File: src/hw/rtl/surface_exchange_link_kernel_assert.svh
// assertion macros used by the link kernel controller
`ifndef SURFACE_EXCHANGE_LINK_KERNEL_ASSERT_SVH
`define SURFACE_EXCHANGE_LINK_KERNEL_ASSERT_SVH

// property checked on every clock edge outside reset
`define SELK_ASSERT(lbl, prop, msg) \
    lbl: assert property (@(posedge clk) disable iff (!rst_n) (prop)) else $error(msg);

// same-cycle implication outside reset
`define SELK_ASSERT_IMPL(lbl, ante, cons, msg) \
    lbl: assert property (@(posedge clk) disable iff (!rst_n) (ante) |-> (cons)) else $error(msg);

// next-cycle implication outside reset
`define SELK_ASSERT_NEXT(lbl, ante, cons, msg) \
    lbl: assert property (@(posedge clk) disable iff (!rst_n) (ante) |=> (cons)) else $error(msg);

`endif

File: src/hw/rtl/selk_pkg.sv
// shared types, step codes and micro-op table of the link kernel
package selk_pkg;

    localparam int STEP_BITS = 5;

    localparam logic [STEP_BITS-1:0] ST_FIRST    = 5'd0;
    localparam logic [STEP_BITS-1:0] ST_CELL     = 5'd9;
    localparam logic [STEP_BITS-1:0] ST_CELL_END = 5'd17;
    localparam logic [STEP_BITS-1:0] ST_ET       = 5'd18;

    // operand sources
    localparam logic [4:0] SRC_S12 = 5'd0;
    localparam logic [4:0] SRC_NSQ = 5'd1;
    localparam logic [4:0] SRC_W   = 5'd2;
    localparam logic [4:0] SRC_C2  = 5'd3;
    localparam logic [4:0] SRC_T   = 5'd4;
    localparam logic [4:0] SRC_X   = 5'd5;
    localparam logic [4:0] SRC_G   = 5'd6;
    localparam logic [4:0] SRC_K   = 5'd7;
    localparam logic [4:0] SRC_HC  = 5'd8;
    localparam logic [4:0] SRC_D0  = 5'd9;
    localparam logic [4:0] SRC_D1  = 5'd10;
    localparam logic [4:0] SRC_D2  = 5'd11;
    localparam logic [4:0] SRC_MV0 = 5'd12;
    localparam logic [4:0] SRC_MV1 = 5'd13;
    localparam logic [4:0] SRC_MV2 = 5'd14;
    localparam logic [4:0] SRC_INV = 5'd15;
    localparam logic [4:0] SRC_S0  = 5'd16;
    localparam logic [4:0] SRC_S1  = 5'd17;
    localparam logic [4:0] SRC_S2  = 5'd18;
    localparam logic [4:0] SRC_H0  = 5'd19;
    localparam logic [4:0] SRC_H1  = 5'd20;
    localparam logic [4:0] SRC_H2  = 5'd21;
    localparam logic [4:0] SRC_ACC = 5'd22;
    localparam logic [4:0] SRC_V2  = 5'd23;
    localparam int         NUM_SRC = 24;

    // destinations
    localparam logic [3:0] DST_C1  = 4'd0;
    localparam logic [3:0] DST_C2  = 4'd1;
    localparam logic [3:0] DST_X   = 4'd2;
    localparam logic [3:0] DST_E   = 4'd3;
    localparam logic [3:0] DST_G   = 4'd4;
    localparam logic [3:0] DST_K   = 4'd5;
    localparam logic [3:0] DST_MV0 = 4'd6;
    localparam logic [3:0] DST_MV1 = 4'd7;
    localparam logic [3:0] DST_MV2 = 4'd8;
    localparam logic [3:0] DST_H0  = 4'd9;
    localparam logic [3:0] DST_H1  = 4'd10;
    localparam logic [3:0] DST_H2  = 4'd11;
    localparam logic [3:0] DST_T0  = 4'd12;
    localparam logic [3:0] DST_T1  = 4'd13;
    localparam logic [3:0] DST_T2  = 4'd14;
    localparam logic [3:0] DST_ET  = 4'd15;

    // write modes
    localparam logic [1:0] MD_SET   = 2'd0;
    localparam logic [1:0] MD_ADDC1 = 2'd1;
    localparam logic [1:0] MD_SUB   = 2'd2;

    // shift codes
    localparam logic [2:0] SH8  = 3'd0;
    localparam logic [2:0] SH15 = 3'd1;
    localparam logic [2:0] SH16 = 3'd2;
    localparam logic [2:0] SH29 = 3'd3;
    localparam logic [2:0] SH30 = 3'd4;

    // saturation limits
    localparam logic [1:0] LM62 = 2'd0;
    localparam logic [1:0] LM48 = 2'd1;
    localparam logic [1:0] LM63 = 2'd2;

    localparam logic [63:0] LIM62 = 64'h3FFF_FFFF_FFFF_FFFF;
    localparam logic [63:0] LIM48 = 64'h0000_7FFF_FFFF_FFFF;
    localparam logic [63:0] LIM63 = 64'h7FFF_FFFF_FFFF_FFFF;

    // 2/mu0 with 8 fraction bits
    localparam logic signed [63:0] HCOEF_Q8 = 64'sd407436654;

    typedef struct packed {
        logic [4:0] src_a;
        logic [4:0] src_b;
        logic [2:0] shf;
        logic [1:0] lim;
        logic [3:0] dst;
        logic [1:0] mode;
    } uop_t;

    typedef struct packed {
        logic                 load;
        logic                 dot_en;
        logic [1:0]           dsel;
        logic                 max_upd;
        logic                 mul_start;
        logic                 mul_wr;
        logic [STEP_BITS-1:0] step;
        logic                 side_b;
        logic                 emit;
    } selk_cmd_t;

    typedef struct packed {
        logic skip;
        logic fin;
        logic mul_done;
        logic out_free;
    } selk_sts_t;

    function automatic uop_t uop_of(input logic [STEP_BITS-1:0] step);
        uop_t u;
        u = '{SRC_S12, SRC_W, SH8, LM62, DST_C1, MD_SET};
        case (step)
            5'd0:  u = '{SRC_S12, SRC_W,   SH8,  LM62, DST_C1,  MD_SET};
            5'd1:  u = '{SRC_NSQ, SRC_W,   SH8,  LM62, DST_C2,  MD_SET};
            5'd2:  u = '{SRC_C2,  SRC_T,   SH30, LM62, DST_X,   MD_ADDC1};
            5'd3:  u = '{SRC_X,   SRC_T,   SH30, LM48, DST_E,   MD_SET};
            5'd4:  u = '{SRC_C2,  SRC_T,   SH29, LM62, DST_G,   MD_ADDC1};
            5'd5:  u = '{SRC_G,   SRC_HC,  SH8,  LM62, DST_K,   MD_SET};
            5'd6:  u = '{SRC_D0,  SRC_K,   SH15, LM62, DST_MV0, MD_SET};
            5'd7:  u = '{SRC_D1,  SRC_K,   SH15, LM62, DST_MV1, MD_SET};
            5'd8:  u = '{SRC_D2,  SRC_K,   SH15, LM62, DST_MV2, MD_SET};
            5'd9:  u = '{SRC_MV0, SRC_INV, SH16, LM48, DST_H0,  MD_SET};
            5'd10: u = '{SRC_MV1, SRC_INV, SH16, LM48, DST_H1,  MD_SET};
            5'd11: u = '{SRC_MV2, SRC_INV, SH16, LM48, DST_H2,  MD_SET};
            5'd12: u = '{SRC_S1,  SRC_H2,  SH15, LM62, DST_T0,  MD_SET};
            5'd13: u = '{SRC_S2,  SRC_H1,  SH15, LM62, DST_T0,  MD_SUB};
            5'd14: u = '{SRC_S2,  SRC_H0,  SH15, LM62, DST_T1,  MD_SET};
            5'd15: u = '{SRC_S0,  SRC_H2,  SH15, LM62, DST_T1,  MD_SUB};
            5'd16: u = '{SRC_S0,  SRC_H1,  SH15, LM62, DST_T2,  MD_SET};
            5'd17: u = '{SRC_S1,  SRC_H0,  SH15, LM62, DST_T2,  MD_SUB};
            5'd18: u = '{SRC_ACC, SRC_V2,  SH16, LM63, DST_ET,  MD_SET};
            default: u = '{SRC_S12, SRC_W, SH8, LM62, DST_C1, MD_SET};
        endcase
        return u;
    endfunction

endpackage

File: src/hw/rtl/selk_ctrl.sv
// controller: sequences dot product, micro-op steps and result requests
module selk_ctrl
(
    input  logic                clk,
    input  logic                rst_n,
    input  logic                in_valid,
    output logic                in_ready,
    input  selk_pkg::selk_sts_t sts,
    output selk_pkg::selk_cmd_t cmd
);

    `include "surface_exchange_link_kernel_assert.svh"

    localparam logic [2:0] S_IDLE  = 3'd0;
    localparam logic [2:0] S_DOT   = 3'd1;
    localparam logic [2:0] S_MAX   = 3'd2;
    localparam logic [2:0] S_ISSUE = 3'd3;
    localparam logic [2:0] S_WAIT  = 3'd4;
    localparam logic [2:0] S_EMIT  = 3'd5;

    logic [2:0]                     state_reg, state_next;
    logic [selk_pkg::STEP_BITS-1:0] step_reg, step_next;
    logic                           cell_reg, cell_next;
    logic [1:0]                     dcnt_reg, dcnt_next;
    logic                           first_reg, first_next;

    assign in_ready = (state_reg == S_IDLE);

    always_comb
    begin
        state_next = state_reg;
        step_next  = step_reg;
        cell_next  = cell_reg;
        dcnt_next  = dcnt_reg;
        first_next = 1'b0;
        cmd        = '0;
        cmd.step   = step_reg;
        cmd.side_b = cell_reg;
        cmd.dsel   = dcnt_reg;
        case (state_reg)
            S_IDLE:
            begin
                if (in_valid)
                begin
                    cmd.load   = 1'b1;
                    dcnt_next  = 2'd0;
                    first_next = 1'b1;
                    state_next = S_DOT;
                end
            end
            S_DOT:
            begin
                if (first_reg && sts.skip)
                begin
                    if (sts.fin)
                    begin
                        step_next  = selk_pkg::ST_ET;
                        cell_next  = 1'b1;
                        state_next = S_ISSUE;
                    end
                    else
                    begin
                        state_next = S_IDLE;
                    end
                end
                else
                begin
                    cmd.dot_en = 1'b1;
                    dcnt_next  = dcnt_reg + 2'd1;
                    if (dcnt_reg == 2'd2)
                    begin
                        state_next = S_MAX;
                    end
                end
            end
            S_MAX:
            begin
                cmd.max_upd = 1'b1;
                step_next   = selk_pkg::ST_FIRST;
                cell_next   = 1'b0;
                state_next  = S_ISSUE;
            end
            S_ISSUE:
            begin
                cmd.mul_start = 1'b1;
                state_next    = S_WAIT;
            end
            S_WAIT:
            begin
                if (sts.mul_done)
                begin
                    cmd.mul_wr = 1'b1;
                    if (step_reg == selk_pkg::ST_CELL_END)
                    begin
                        if (cell_reg && sts.fin)
                        begin
                            step_next  = selk_pkg::ST_ET;
                            state_next = S_ISSUE;
                        end
                        else
                        begin
                            state_next = S_EMIT;
                        end
                    end
                    else if (step_reg == selk_pkg::ST_ET)
                    begin
                        state_next = S_EMIT;
                    end
                    else
                    begin
                        step_next  = step_reg + 5'd1;
                        state_next = S_ISSUE;
                    end
                end
            end
            S_EMIT:
            begin
                if (sts.out_free)
                begin
                    cmd.emit = 1'b1;
                    if (!sts.skip && !cell_reg)
                    begin
                        cell_next  = 1'b1;
                        step_next  = selk_pkg::ST_CELL;
                        state_next = S_ISSUE;
                    end
                    else
                    begin
                        state_next = S_IDLE;
                    end
                end
            end
            default:
            begin
                state_next = S_IDLE;
            end
        endcase
    end

    always_ff @(posedge clk or negedge rst_n)
    begin
        if (!rst_n)
        begin
            state_reg <= S_IDLE;
            step_reg  <= '0;
            cell_reg  <= 1'b0;
            dcnt_reg  <= '0;
            first_reg <= 1'b0;
        end
        else
        begin
            state_reg <= state_next;
            step_reg  <= step_next;
            cell_reg  <= cell_next;
            dcnt_reg  <= dcnt_next;
            first_reg <= first_next;
        end
    end

    `SELK_ASSERT_IMPL(a_done_in_wait, sts.mul_done, state_reg == S_WAIT,
        "multiply finished outside wait state")
    `SELK_ASSERT_IMPL(a_step_range, state_reg == S_WAIT, step_reg <= selk_pkg::ST_ET,
        "step beyond micro-op table")
    `SELK_ASSERT_NEXT(a_last_to_idle,
        (state_reg == S_EMIT) && sts.out_free && (cell_reg || sts.skip),
        state_reg == S_IDLE, "no return to idle after last result")

endmodule

File: config.mk
export PLATFORM = sky130hd
export DESIGN_NAME = selk_ctrl
export DESIGN_NICKNAME = d
export VERILOG_FILES = /design/src/hw/rtl/selk_pkg.sv /design/src/hw/rtl/selk_ctrl.sv
export VERILOG_INCLUDE_DIRS = /design/src /design/src/hw/rtl
export SDC_FILE = /design/constraint.sdc
export NUM_CORES = 1
export LEC_CHECK = 0
export BUFFER_PORTS_ARGS = -buffer_cell sky130_fd_sc_hd__buf_2
export CAP_MARGIN = 20
export CORE_UTILIZATION = 40
export CTS_CLUSTER_SIZE = 20
export DETAILED_ROUTE_END_ITERATION = 7
export GPL_ROUTABILITY_DRIVEN = 1
export GPL_TIMING_DRIVEN = 0
export PLACE_DENSITY = 0.63
export SYNTH_ARGS = -nofsm -noshare
export SYNTH_HDL_FRONTEND = slang
export SYNTH_SLANG_ARGS = --single-unit
File: constraint.sdc
create_clock -name clk -period 3.81 [get_ports clk]
set_input_delay 0.5715 -clock clk [delete_from_list [all_inputs] [get_ports clk]]
set_output_delay 0.5715 -clock clk [all_outputs]
set_load 0.005 [all_outputs]
Yosys cells after proc, flatten, opt, wreduce, memory -nomap -nowiden
Cells that the tools add are included.
{"block": "totals", "reg_bits": 12, "latchBits": 0, "ram_bits": 0, "rom_bits": 0, "output_inout_bits": 15, "elab_cells": 76, "memories": 0}
{"block": "op_classes", "add_sub_neg": 2, "mul": 0, "div": 0, "magnitude_cmp": 0, "n_eq_ne": 18, "n_shift": 0, "mux": 38, "bitwise": 0, "n_reduce_logical": 13}
{"op": "5-bit two-way mux", "count": 8}
{"op": "3-bit two-way mux", "count": 8}
{"op": "5-bit case mux with 4 select lines", "count": 1}
{"op": "3-bit case mux with 6 select lines", "count": 1}
{"op": "1-bit two-way mux", "count": 14}
{"op": "2-bit inequality test, second input constant", "count": 7}
{"op": "5-bit == test, second input constant", "count": 2}
{"op": "3-bit inequality test, second input constant", "count": 3}
{"op": "2-bit two-way mux", "count": 4}
{"op": "8-bit AND reduction", "count": 1}
{"op": "3-bit by 2-bit == test with 1-bit output, second input constant", "count": 2}
{"op": "3-bit == test, second input constant", "count": 2}
{"op": "5-bit by 1-bit adder with 5-bit output, second input constant", "count": 1}
{"op": "5-bit AND reduction", "count": 1}
{"op": "2-bit case mux with 2 select lines", "count": 1}
{"op": "4-bit AND reduction", "count": 1}
{"op": "4-bit nonzero test", "count": 1}
{"op": "3-bit by 1-bit == test with 1-bit output, second input constant", "count": 1}
{"op": "1-bit logical AND", "count": 3}
{"op": "3-bit logical NOT", "count": 1}
{"op": "1-bit case mux with 3 select lines", "count": 1}
{"op": "3-bit AND reduction", "count": 1}
{"op": "3-bit nonzero test", "count": 1}
{"op": "2-bit by 1-bit adder with 2-bit output, second input constant", "count": 1}
{"op": "3 further kinds", "count": 4}

Depth between registers and ports, before layout
Gate-level depths: netlist (run 1).
{"block": "logic_depth", "depth_word": 5, "ltp_mapped": 6}

Worst setup path before layout (run 1)
OpenSTA, ideal clock, no wires.
{"block": "synth_path", "path_type": "register -> output", "startpoint": "register state_reg[1]", "endpoint": "output port cmd[13] in the netlist's numbering", "arrival_ns": 1.160, "required_time_ns": 3.239, "path_slack_ns": 2.079, "stages_incl_launch_ff": 5, "cell_sequence": "dfrtp_1 -> buf_2 -> nor3_1 -> and2_1 -> buf_4"}
{"block": "synth_via", "elab_chain_len": 2}
{"item": "start: declaration", "line_no": "selk_ctrl.sv:21", "rtl": "logic [2:0] state_reg, state_next;"}
{"item": "start signal: assignment", "line_no": "selk_ctrl.sv:152", "rtl": "state_reg <= state_next;"}
{"item": "3-bit logical NOT"}
{"item": "net in_ready", "line_no": "selk_ctrl.sv:7", "rtl": "output logic in_ready,"}
{"item": "1-bit two-way mux", "line_no": "selk_ctrl.sv:40", "rtl": "case (state_reg)"}
{"item": "end: declaration", "line_no": "selk_ctrl.sv:9", "rtl": "output selk_pkg::selk_cmd_t cmd"}
The timed path passes the listed nets, and every way through them passes these cells.

Final worst setup path (run 1)
{"block": "layout_path", "startpoint": "register state_reg[1]", "endpoint": "output port cmd[13] in the netlist's numbering"}
{"block": "layout_via", "elab_chain_len": 2}
{"item": "3-bit logical NOT"}
{"item": "1-bit two-way mux"}
No other way between the ends.

==> results of run 1 <==
power by group:
group	internal (mW)	switching, mW
registers	0.170	0.0515
logic	0.297	0.320
clock network	0.0581	0.0479
total	0.525	0.420
synthesized netlist by cell type (all sizes together) (2+ instances only):
| cell | number | share of area [%] |
|---|---|---|
| nor3 | 4 | 2.0 |
| a21oi | 5 | 3.6 |
| a211oi | 3 | 2.7 |
| nor3b | 2 | 1.5 |
| nor2 | 5 | 1.9 |
| inv | 7 | 2.6 |
| nor2b | 4 | 2.5 |
| nand3 | 3 | 1.5 |
| a31oi | 3 | 1.9 |
| dfrtp | 12 | 30 |
| o21ai | 4 | 2.0 |
| nand2b | 4 | 2.5 |
| and2 | 2 | 1.2 |
| mux2 | 3 | 3.7 |
| nand2 | 4 | 1.5 |
| ha | 4 | 5.0 |
| o31ai | 2 | 1.5 |
| o211ai | 2 | 2.9 |
| buf | 7 | 5.5 |
| and3 | 2 | 1.4 |
| a2bb2oi | 2 | 3.5 |
worst paths after layout:
| kind | slack [ns] | endpoint | startpoint |
|---|---|---|---|
| min in group clk | 0.55 | step_reg[4]$_DFFE_PN0P_ | step_reg[4]$_DFFE_PN0P_ |
| worst min register to register | 0.55 | step_reg[4]$_DFFE_PN0P_ | step_reg[4]$_DFFE_PN0P_ |
| worst max-delay path | 1.64 | cmd[13] | state_reg[1]$_DFFE_PN0P_ |
| max in group asynchronous | 3.43 | step_reg[0]$_DFFE_PN0P_ | rst_n |
| worst max register to register | 1.96 | step_reg[0]$_DFFE_PN0P_ | step_reg[3]$_DFFE_PN0P_ |
| worst min-delay path | 0.16 | state_reg[0]$_DFFE_PN0P_ | rst_n |
kinds of logic (layout without fill, tap and decap cells):
logic type      after synthesis  in the layout
mux                           4              4
xor+xnor                      1              1
buf+inv                      15             40
fa+ha+maj                     4              4
compound gates               34             34
flops                        12             12
simple gates                 36             36
critical path, stage by stage, from the launching register on:
cell and delay [ns]:
dfrtp_1 0.43, buf_2 0.19, nor3_1 0.29, and2_1 0.21, buf_4 0.11, buf_2 0.09
area by class of cell:
class,count,area [um2]
Fill cell,231,1120
Multi-Input combinational cell,79,618
Sequential cell,12,300
Timing Repair Buffer,21,105
Buffer,8,58.8
Clock buffer,4,36.3
Tap cell,28,35.0
Inverter,7,26.3
routing by layer:
metal / wire length [um] / vias to the layer above
li1: - / 445
met1: 1160 / 425
met2: 1030 / 24
met3: 99 / 5
met4: 34 / 0
met5: 0 / -
==> impl_metrics.json, run 1 <==
{
  "synthCells": 106,
  "setup_tns_ns": 0,
  "cts_hold_buf": 0,
  "routed_wirelength_um": 2320,
  "largest_reg_flops": 5,
  "p_per_area_nw_per_um2": 801,
  "setup_slack_ns": 1.64,
  "cts_setup_buffers": 0,
  "slew_headroom_pct": 73.6,
  "dieArea_um2": 2710,
  "synth_xor_area_share_pct": 0.873,
  "drt_first_iter_violations": 26,
  "final_antenna_net_count": 0,
  "ys.flop_type": "dfrtp_1",
  "ys_seq_area_share_pct": 29.9,
  "met1_usage_pct": 29.5,
  "async_flop_share_pct": 100,
  "overflow": 0,
  "syn_area_per_cell_um2": 9.47,
  "gr-max-usage-layer": "met1",
  "grt_pass1_wl_um": 3970,
  "grt_use_met3_pct": 2.63,
  "synthAdderAreaFrac_pct": 4.99,
  "slew_violations": 0,
  "viasPerCell": 5.65,
  "antenna_found_initial": 0,
  "yosys.area_share.simple_pct": 20.7,
  "cts_tree": "yes",
  "status": "finished clean",
  "ys.warnings.count": 0,
  "grt_max_degree": 13,
  "drive_gt1_share_pct": 32.8,
  "dr.pass1.iters": 4,
  "core_um2": 2300,
  "crit_required_ns": 3.24,
  "vias": 899,
  "clk_pin_slew_worst_paths_ns": 0.08,
  "final-setup-viol-count": 0,
  "hp-class": "input pin to async pin",
  "worst_pin_slew_ns": 0.385,
  "worstRegToRegCells": 4,
  "synth.net_count": 117,
  "diodes": 0,
  "die_h_um": 52.1,
  "worstPathArrival_ns": 1.60,
  "skew_ns": 0.00206,
  "whs_ns": 0.160,
  "numPortBuffers": 21,
  "ios": 22,
  "power.leakage_nw": 0.553,
  "grt_pass1_vias": 848,
  "max_freq_mhz": 461,
  "synth_compound_area_share_pct": 30.3,
  "h-tree-depth": 1,
  "utilization_pct": 51.4,
  "core.rowCount": 17,
  "pre_cts_slack_ns": 1.93,
  "worstSetupEndpointType": "output pin",
  "final_common_cell": "buf_2",
  "die_w_um": 52.1,
  "synth_area_um2": 1000,
  "cp_max_fo": 10,
  "post_cts_resized": 0,
  "grt_usage_pct": 20.0,
  "dp_cells": 155,
  "cts_made_buffers": 3,
  "path_class": "flip-flop to output pin",
  "rsz0062_at_grt": "no",
  "irDropWorstVdd_uv": 361,
  "synth_top_family_by_area": "compound AO/OA/AOI/OAI gates",
  "synth.distinct_cells": 51,
  "final.min_clock_period_ns": 2.17,
  "wl_per_cell_um": 14.6,
  "use_met2_pct": 29.3,
  "ys_ff_latch": 12,
  "mostFrequentLayoutCells": "buf_2, dfrtp_1, inv_1",
  "postLayoutCellArea_um2": 1180,
  "p_total_mw": 0.945,
  "startpoint_type": "flip-flop",
  "synth.area.mux_share_pct": 4.74,
  "insertion_delay_ns": 0.28,
  "synth_edf_count": 0,
  "start_util_pct": 43.7,
  "max-cap-violations": 0,
  "cts-root-buf": "clkbuf_4",
  "cts.sinks": 12,
  "hold_viol_final": 0,
  "cts.path.max_buffers": 2,
  "final_nets": 143,
  "drc": 0,
  "finalNonFillerCells": 159,
  "syn_to_final_growth_pct": 17.6,
  "gp_congestion": 0.801,
  "placed_area_um2": 1140,
  "post-dp-hpwl_um": 1750,
  "finalCritPeriodShare_pct": 56.9
}
No activity file was read; power rests on OpenSTA's default activity.
==> run 2, diff against run 1 <==
--- a/config.mk
+++ b/config.mk
@@ -13,7 +13,7 @@
 export DETAILED_ROUTE_END_ITERATION = 7
 export GPL_ROUTABILITY_DRIVEN = 1
 export GPL_TIMING_DRIVEN = 0
-export PLACE_DENSITY = 0.63
+export PLACE_DENSITY = 0.65
 export SYNTH_ARGS = -nofsm -noshare
 export SYNTH_HDL_FRONTEND = slang
 export SYNTH_SLANG_ARGS = --single-unit
==> constraint.sdc (replaced) <==
create_clock -name clk -period 1.8 [get_ports clk]
set_input_delay 0.27 -clock clk [delete_from_list [all_inputs] [get_ports clk]]
set_output_delay 0.27 -clock clk [all_outputs]
set_load 0.005 [all_outputs]
==> run 2 against run 1 <==
  * Cell count grew 4.4%
  * Count of clock-buffer cells in the layout is the same
  * Sequential cell count is the same
  * Largest power group unchanged
  * Critical path depth shrank 1
  * Total power grew 130%
  * Clock skew shrank 0.0015 ns
  * Core utilization grew 3.6 points
  * Highest routed layer unchanged
==> impl_metrics.json, run 2 (synthesis gave the netlist of run 1 again) <==
{
  "power.switching_mw": 0.931,
  "cts.path.max_buffers": 2,
  "min_from": "in_valid",
  "clk_pin_slew_worst_paths_ns": 0.09,
  "seqPwrFrac_pct": 21.9,
  "gp_congestion": 0.791,
  "post-dp-hpwl_um": 1740,
  "routed_wirelength_um": 2470,
  "grt_usage_pct": 20.5,
  "p_per_area_nw_per_um2": 1710,
  "hp-class": "input pin to flip-flop",
  "largest_reg_flops": 5,
  "insertion_delay_ns": 0.27,
  "path_cells": "or3b_1 -> buf_6 -> a21oi_4 -> buf_2",
  "final_common_cell": "buf_2",
  "path_class": "flip-flop to output pin",
  "pre_cts_slack_ns": -0.0175,
  "crit_required_ns": 1.53,
  "slew_violations": 0,
  "irDropWorstVdd_uv": 845,
  "rsz0062_at_grt": "yes",
  "cts.sinks": 12,
  "finalCritPeriodShare_pct": 98.6,
  "swShare_pct": 43.1,
  "wl_per_cell_um": 14.8,
  "slowest_stage": "dfrtp_2",
  "grt_pass1_wl_um": 4110,
  "ff2ff_setup_slack_ns": 0.05,
  "wl_met2_um": 1150,
  "numPortBuffers": 21,
  "power.leakage_nw": 0.589,
  "start_util_pct": 43.7,
  "die_h_um": 52.1,
  "startpoint_type": "flip-flop",
  "grt_pass1_vias": 892,
  "max-cap-violations": 0,
  "slew_headroom_pct": 72.1,
  "vias": 945,
  "h-tree-depth": 1,
  "utilization_pct": 55.0,
  "pwr-share-comb_pct": 67.8,
  "clkPwrFrac_pct": 10.3,
  "core_um2": 2300,
  "placed_area_um2": 1140,
  "worst_pin_slew_ns": 0.408,
  "status": "finished clean",
  "final-setup-viol-count": 0,
  "r2r_start": "state_reg[2]$_DFFE_PN0P_",
  "hold_viol_final": 0,
  "worstRegToRegCells": 5,
  "overflow": 0,
  "syn_to_final_growth_pct": 25.8,
  "drc": 0,
  "core.rowCount": 17,
  "wl_met3_um": 105,
  "path_delay_family": "flip-flops",
  "met1Wirelength_um": 1190,
  "dr.pass1.iters": 4,
  "cts-root-buf": "clkbuf_4",
  "p_total_mw": 2.16,
  "p_int_mw": 1.23,
  "antenna_found_initial": 0,
  "drive_gt1_share_pct": 39.9,
  "cts_tree": "yes",
  "hold_depth": 2,
  "drt_first_iter_violations": 26,
  "final_antenna_net_count": 0,
  "path_buf_inv": 2,
  "cts_made_buffers": 3,
  "postLayoutCellArea_um2": 1260,
  "fillers": 223,
  "grt_max_degree": 13,
  "holdPathEnd": "first_reg$_DFF_PN0_",
  "die_w_um": 52.1,
  "routed.top_layer": "met4",
  "worstSetupEndpointType": "output pin",
  "skew_ns": 0.000572,
  "r2r-end": "step_reg[0]$_DFFE_PN0P_",
  "worstPathArrival_ns": 1.50,
  "max_stage_delay_ns": 0.47,
  "cp_max_fo": 7,
  "final.min_clock_period_ns": 1.77,
  "whs_ns": 0.250,
  "diodes": 0,
  "viasPerCell": 5.69,
  "mostFrequentLayoutCells": "buf_2, dfrtp_1, buf_4",
  "ios": 22,
  "setup_slack_ns": 0.0256,
  "max_freq_mhz": 564,
  "dieArea_um2": 2710,
  "final_nets": 150
}
run 2: cell count changes in the layout (fill, tap and decap cells not counted), sizes merged:
cell         delta
dlygate4sd3     +1
clkbuf          +1
buf             +5
run 2: stage by stage:
| stage | instances | setup TNS [ns] |
|---|---|---|
| after floorplan | 106 | 0 |
| after global placement | 155 | 0 |
| after detailed placement | 155 | -0.0175 |
| after CTS | 160 | -0.00251 |
| after global routing | 166 | -0.0400 |
| final | 166 | 0 |
run 2: worst register-to-register path: stages (launching register included):
cell and delay [ns]:
dfrtp_2 0.47, or3b_1 0.39, buf_6 0.15, a2bb2oi_4 0.18, o211ai_4 0.12, mux2_4 0.32
run 2: worst max-delay path by stage:
stage | to | slack, ns | from | cells past startpoint
after floorplan | step_reg[0]$_DFFE_PN0P_ | 0.14 | state_reg[2]$_DFFE_PN0P_ | 5
after CTS | cmd[13] | -0.003 | state_reg[1]$_DFFE_PN0P_ | 5
after detailed placement | step_reg[0]$_DFFE_PN0P_ | -0.02 | step_reg[3]$_DFFE_PN0P_ | 4
final | cmd[12] | 0.03 | state_reg[2]$_DFFE_PN0P_ | 4
after global routing | cmd[12] | -0.03 | state_reg[2]$_DFFE_PN0P_ | 4
after global placement | step_reg[0]$_DFFE_PN0P_ | 0.02 | step_reg[3]$_DFFE_PN0P_ | 4
run 2: metal layers:
| layer | track usage [%] | vias up |
|---|---|---|
| li1 | - | 461 |
| met1 | 29.5 | 455 |
| met2 | 31.6 | 27 |
| met3 | 2.63 | 2 |
| met4 | 5.86 | 0 |
| met5 | 0 | - |
run 2: cell type report:
cell class	count	area, um2	share of cell area [%]
Timing Repair Buffer	28	160	12.7
Tap cell	28	35.0	2.78
Multi-Input combinational cell	79	642	50.8
Sequential cell	12	302	23.9
Inverter	7	26.3	2.08
Buffer	8	61.3	4.86
Clock buffer	4	36.3	2.87
run 2: power groups by stage:
stage | logic [mW] | clock network (mW) | registers [mW]
3_5_place_dp | 1.30 | 0 | 0.475
5_1_grt | 1.61 | 0.243 | 0.487
4_1_cts | 1.33 | 0.229 | 0.473
6_report | 1.46 | 0.223 | 0.472
3_3_place_gp | 1.29 | 0 | 0.466
2_1_floorplan | 1.01 | 0 | 0.454
run 2: repair_timing:
action                     4_1_cts  5_1_grt
pin swaps                        0        3
setup endpoints to repair        2        5
hold buffers                     1        0
setup buffers                    0        6
gates resized for setup          4        4
hold endpoints to repair        12        0
==> run 3, diff against run 2 <==
--- a/config.mk
+++ b/config.mk
@@ -8,12 +8,15 @@
 export LEC_CHECK = 0
 export BUFFER_PORTS_ARGS = -buffer_cell sky130_fd_sc_hd__buf_2
 export CAP_MARGIN = 20
-export CORE_UTILIZATION = 40
+export CELL_PAD_IN_SITES_DETAIL_PLACEMENT = 1
+export CELL_PAD_IN_SITES_GLOBAL_PLACEMENT = 1
+export CORE_UTILIZATION = 36
 export CTS_CLUSTER_SIZE = 20
 export DETAILED_ROUTE_END_ITERATION = 7
 export GPL_ROUTABILITY_DRIVEN = 1
 export GPL_TIMING_DRIVEN = 0
-export PLACE_DENSITY = 0.65
+export PLACE_DENSITY = 0.75
+export SLEW_MARGIN = 15
 export SYNTH_ARGS = -nofsm -noshare
 export SYNTH_HDL_FRONTEND = slang
 export SYNTH_SLANG_ARGS = --single-unit
==> run 3 against run 2 <==
  * Clock power up 3%
  * Critical path depth unchanged
  * First-iteration DRC count down 46%
  * Combinational power up 5%
  * Clock skew up 0.0055 ns
  * Sequential share of layout area down 0.53 points
  * Core utilization down 3.4 points
  * Total power up 3.8%
==> impl_metrics.json, run 3 (synthesis gave the netlist of run 1 again) <==
{
  "status": "finished clean",
  "worstSetupEndpointType": "output pin",
  "cts_tree": "yes",
  "irDropWorstVdd_uv": 969,
  "numPortBuffers": 21,
  "max_stage_delay_ns": 0.48,
  "slew_violations": 0,
  "mostFrequentLayoutCells": "buf_2, buf_4, inv_1, dfrtp_1",
  "hp-class": "input pin to flip-flop",
  "antenna_found_initial": 0,
  "skew_ns": 0.00607,
  "h-tree-depth": 1,
  "drt_first_iter_violations": 14,
  "final_common_cell": "buf_2",
  "max-cap-violations": 0,
  "drc": 0,
  "final-setup-viol-count": 0,
  "setup_slack_ns": 0.0102,
  "cts-root-buf": "clkbuf_4",
  "core.rowCount": 18,
  "dr.pass1.iters": 4,
  "syn_to_final_growth_pct": 30.8,
  "diodes": 0,
  "post-dp-hpwl_um": 2090,
  "final.min_clock_period_ns": 1.79,
  "p_per_area_nw_per_um2": 1710,
  "path_cells": "or3b_1 -> buf_6 -> a21oi_4 -> buf_2",
  "max_freq_mhz": 559,
  "slew_headroom_pct": 68.4,
  "grt_pass1_vias": 952,
  "finalCritPeriodShare_pct": 99.4,
  "cts.sinks": 12,
  "cp_max_fo": 8,
  "overflow": 0,
  "viasPerCell": 5.71,
  "cts.path.max_buffers": 2,
  "die_h_um": 54.8,
  "worstRegToRegCells": 5,
  "dp_cells": 157,
  "rsz0062_at_grt": "yes",
  "power.leakage_nw": 0.610,
  "final_antenna_net_count": 0,
  "worstPathArrival_ns": 1.52,
  "drive_gt1_share_pct": 45.4,
  "insertion_delay_ns": 0.28,
  "dieArea_um2": 3000,
  "startpoint_type": "flip-flop",
  "vias": 976,
  "clk_pin_slew_worst_paths_ns": 0.09,
  "slowest_stage": "dfrtp_2",
  "worst_pin_slew_ns": 0.472,
  "wl_per_cell_um": 17.6,
  "grt_max_degree": 13,
  "finalNonFillerCells": 171,
  "die_w_um": 54.8,
  "grt_pass1_wl_um": 4500,
  "fillers": 323,
  "start_util_pct": 39.4,
  "core_um2": 2540,
  "largest_reg_flops": 5,
  "routed_wirelength_um": 3010,
  "pre_cts_slack_ns": -0.0814,
  "grt_usage_pct": 21.7,
  "path_class": "flip-flop to output pin",
  "ios": 22,
  "gp_congestion": 0.804,
  "crit_required_ns": 1.53,
  "hold_depth": 3,
  "hold_viol_final": 0,
  "final_nets": 153,
  "cts_made_buffers": 3
}
==> run 3: changes by cell type in the layout (fill, tap and decap cells not counted), sizes merged <==
cell,delta
buf,+3
==> run 3: worst paths after layout <==
path | from | slack (ns) | endpoint
max | state_reg[2]$_DFFE_PN0P_ | 0.01 | cmd[12]
min | in_valid | 0.35 | first_reg$_DFF_PN0_
max reg2reg | state_reg[2]$_DFFE_PN0P_ | 0.04 | step_reg[0]$_DFFE_PN0P_
min reg2reg | dcnt_reg[1]$_DFFE_PN0P_ | 0.55 | dcnt_reg[1]$_DFFE_PN0P_
max in group asynchronous | rst_n | 1.14 | state_reg[1]$_DFFE_PN0P_
min in group asynchronous | rst_n | 0.40 | step_reg[1]$_DFFE_PN0P_
==> run 3: through the flow <==
step                      power, mW  hold WS (ns)  TNS (ns)  cell area [um2]  utilization (%)
final                          2.24         0.352         0             1310             51.6
after global routing           2.40         0.360   -0.0687             1310             51.6
after CTS                      2.08         0.251  -0.00576             1210             47.5
after detailed placement       1.81         0.185   -0.0814             1150             45.0
after global placement         1.76         0.176   -0.0185             1150             45.0
after floorplan                1.46       -0.0256         0             1000                -
==> run 3: report_power, final <==
group	switching [mW]	internal (mW)
clock network	0.107	0.123
registers	0.115	0.366
logic	0.788	0.742
total	1.01	1.23
==> run 3: worst max-delay path, delay by kind of cell, from the launching register on <==
kind | cells | cell delay, ns
DFF | 1 | 0.48
and+or+nand+nor | 1 | 0.38
buffers and inverters | 2 | 0.27
AOI/OAI and AO/OA | 1 | 0.10
==> run 3: per-layer routing <==
metal  global-route usage, %  vias to the layer above  part of all wire (%)
met1                    28.7                      482                    43
met2                    35.3                       23                    52
li1                        -                      465                     -
met4                    7.26                        0                   1.0
met3                    3.33                        6                   3.2
met5                       0                        -                     0
==> run 3: cell type report <==
type | count | area (um2) | share of cell area, %
multi-input cells | 79 | 662 | 50.4
inverters | 7 | 26.3 | 2.00
plain buffers | 8 | 61.3 | 4.67
repair buffers | 31 | 183 | 13.9
well taps | 30 | 37.5 | 2.86
clock buffers | 4 | 36.3 | 2.76
flip-flops and latches | 12 | 307 | 23.4
==> run 3: what timing repair did <==
action                                  4_1_cts  5_1_grt
endpoints found under the setup margin        4        6
buffers inserted                              0        9
resized for setup                             5       11
pin swaps                                     1        5
hold buffers                                  1        0
hold endpoints to repair                     12        0
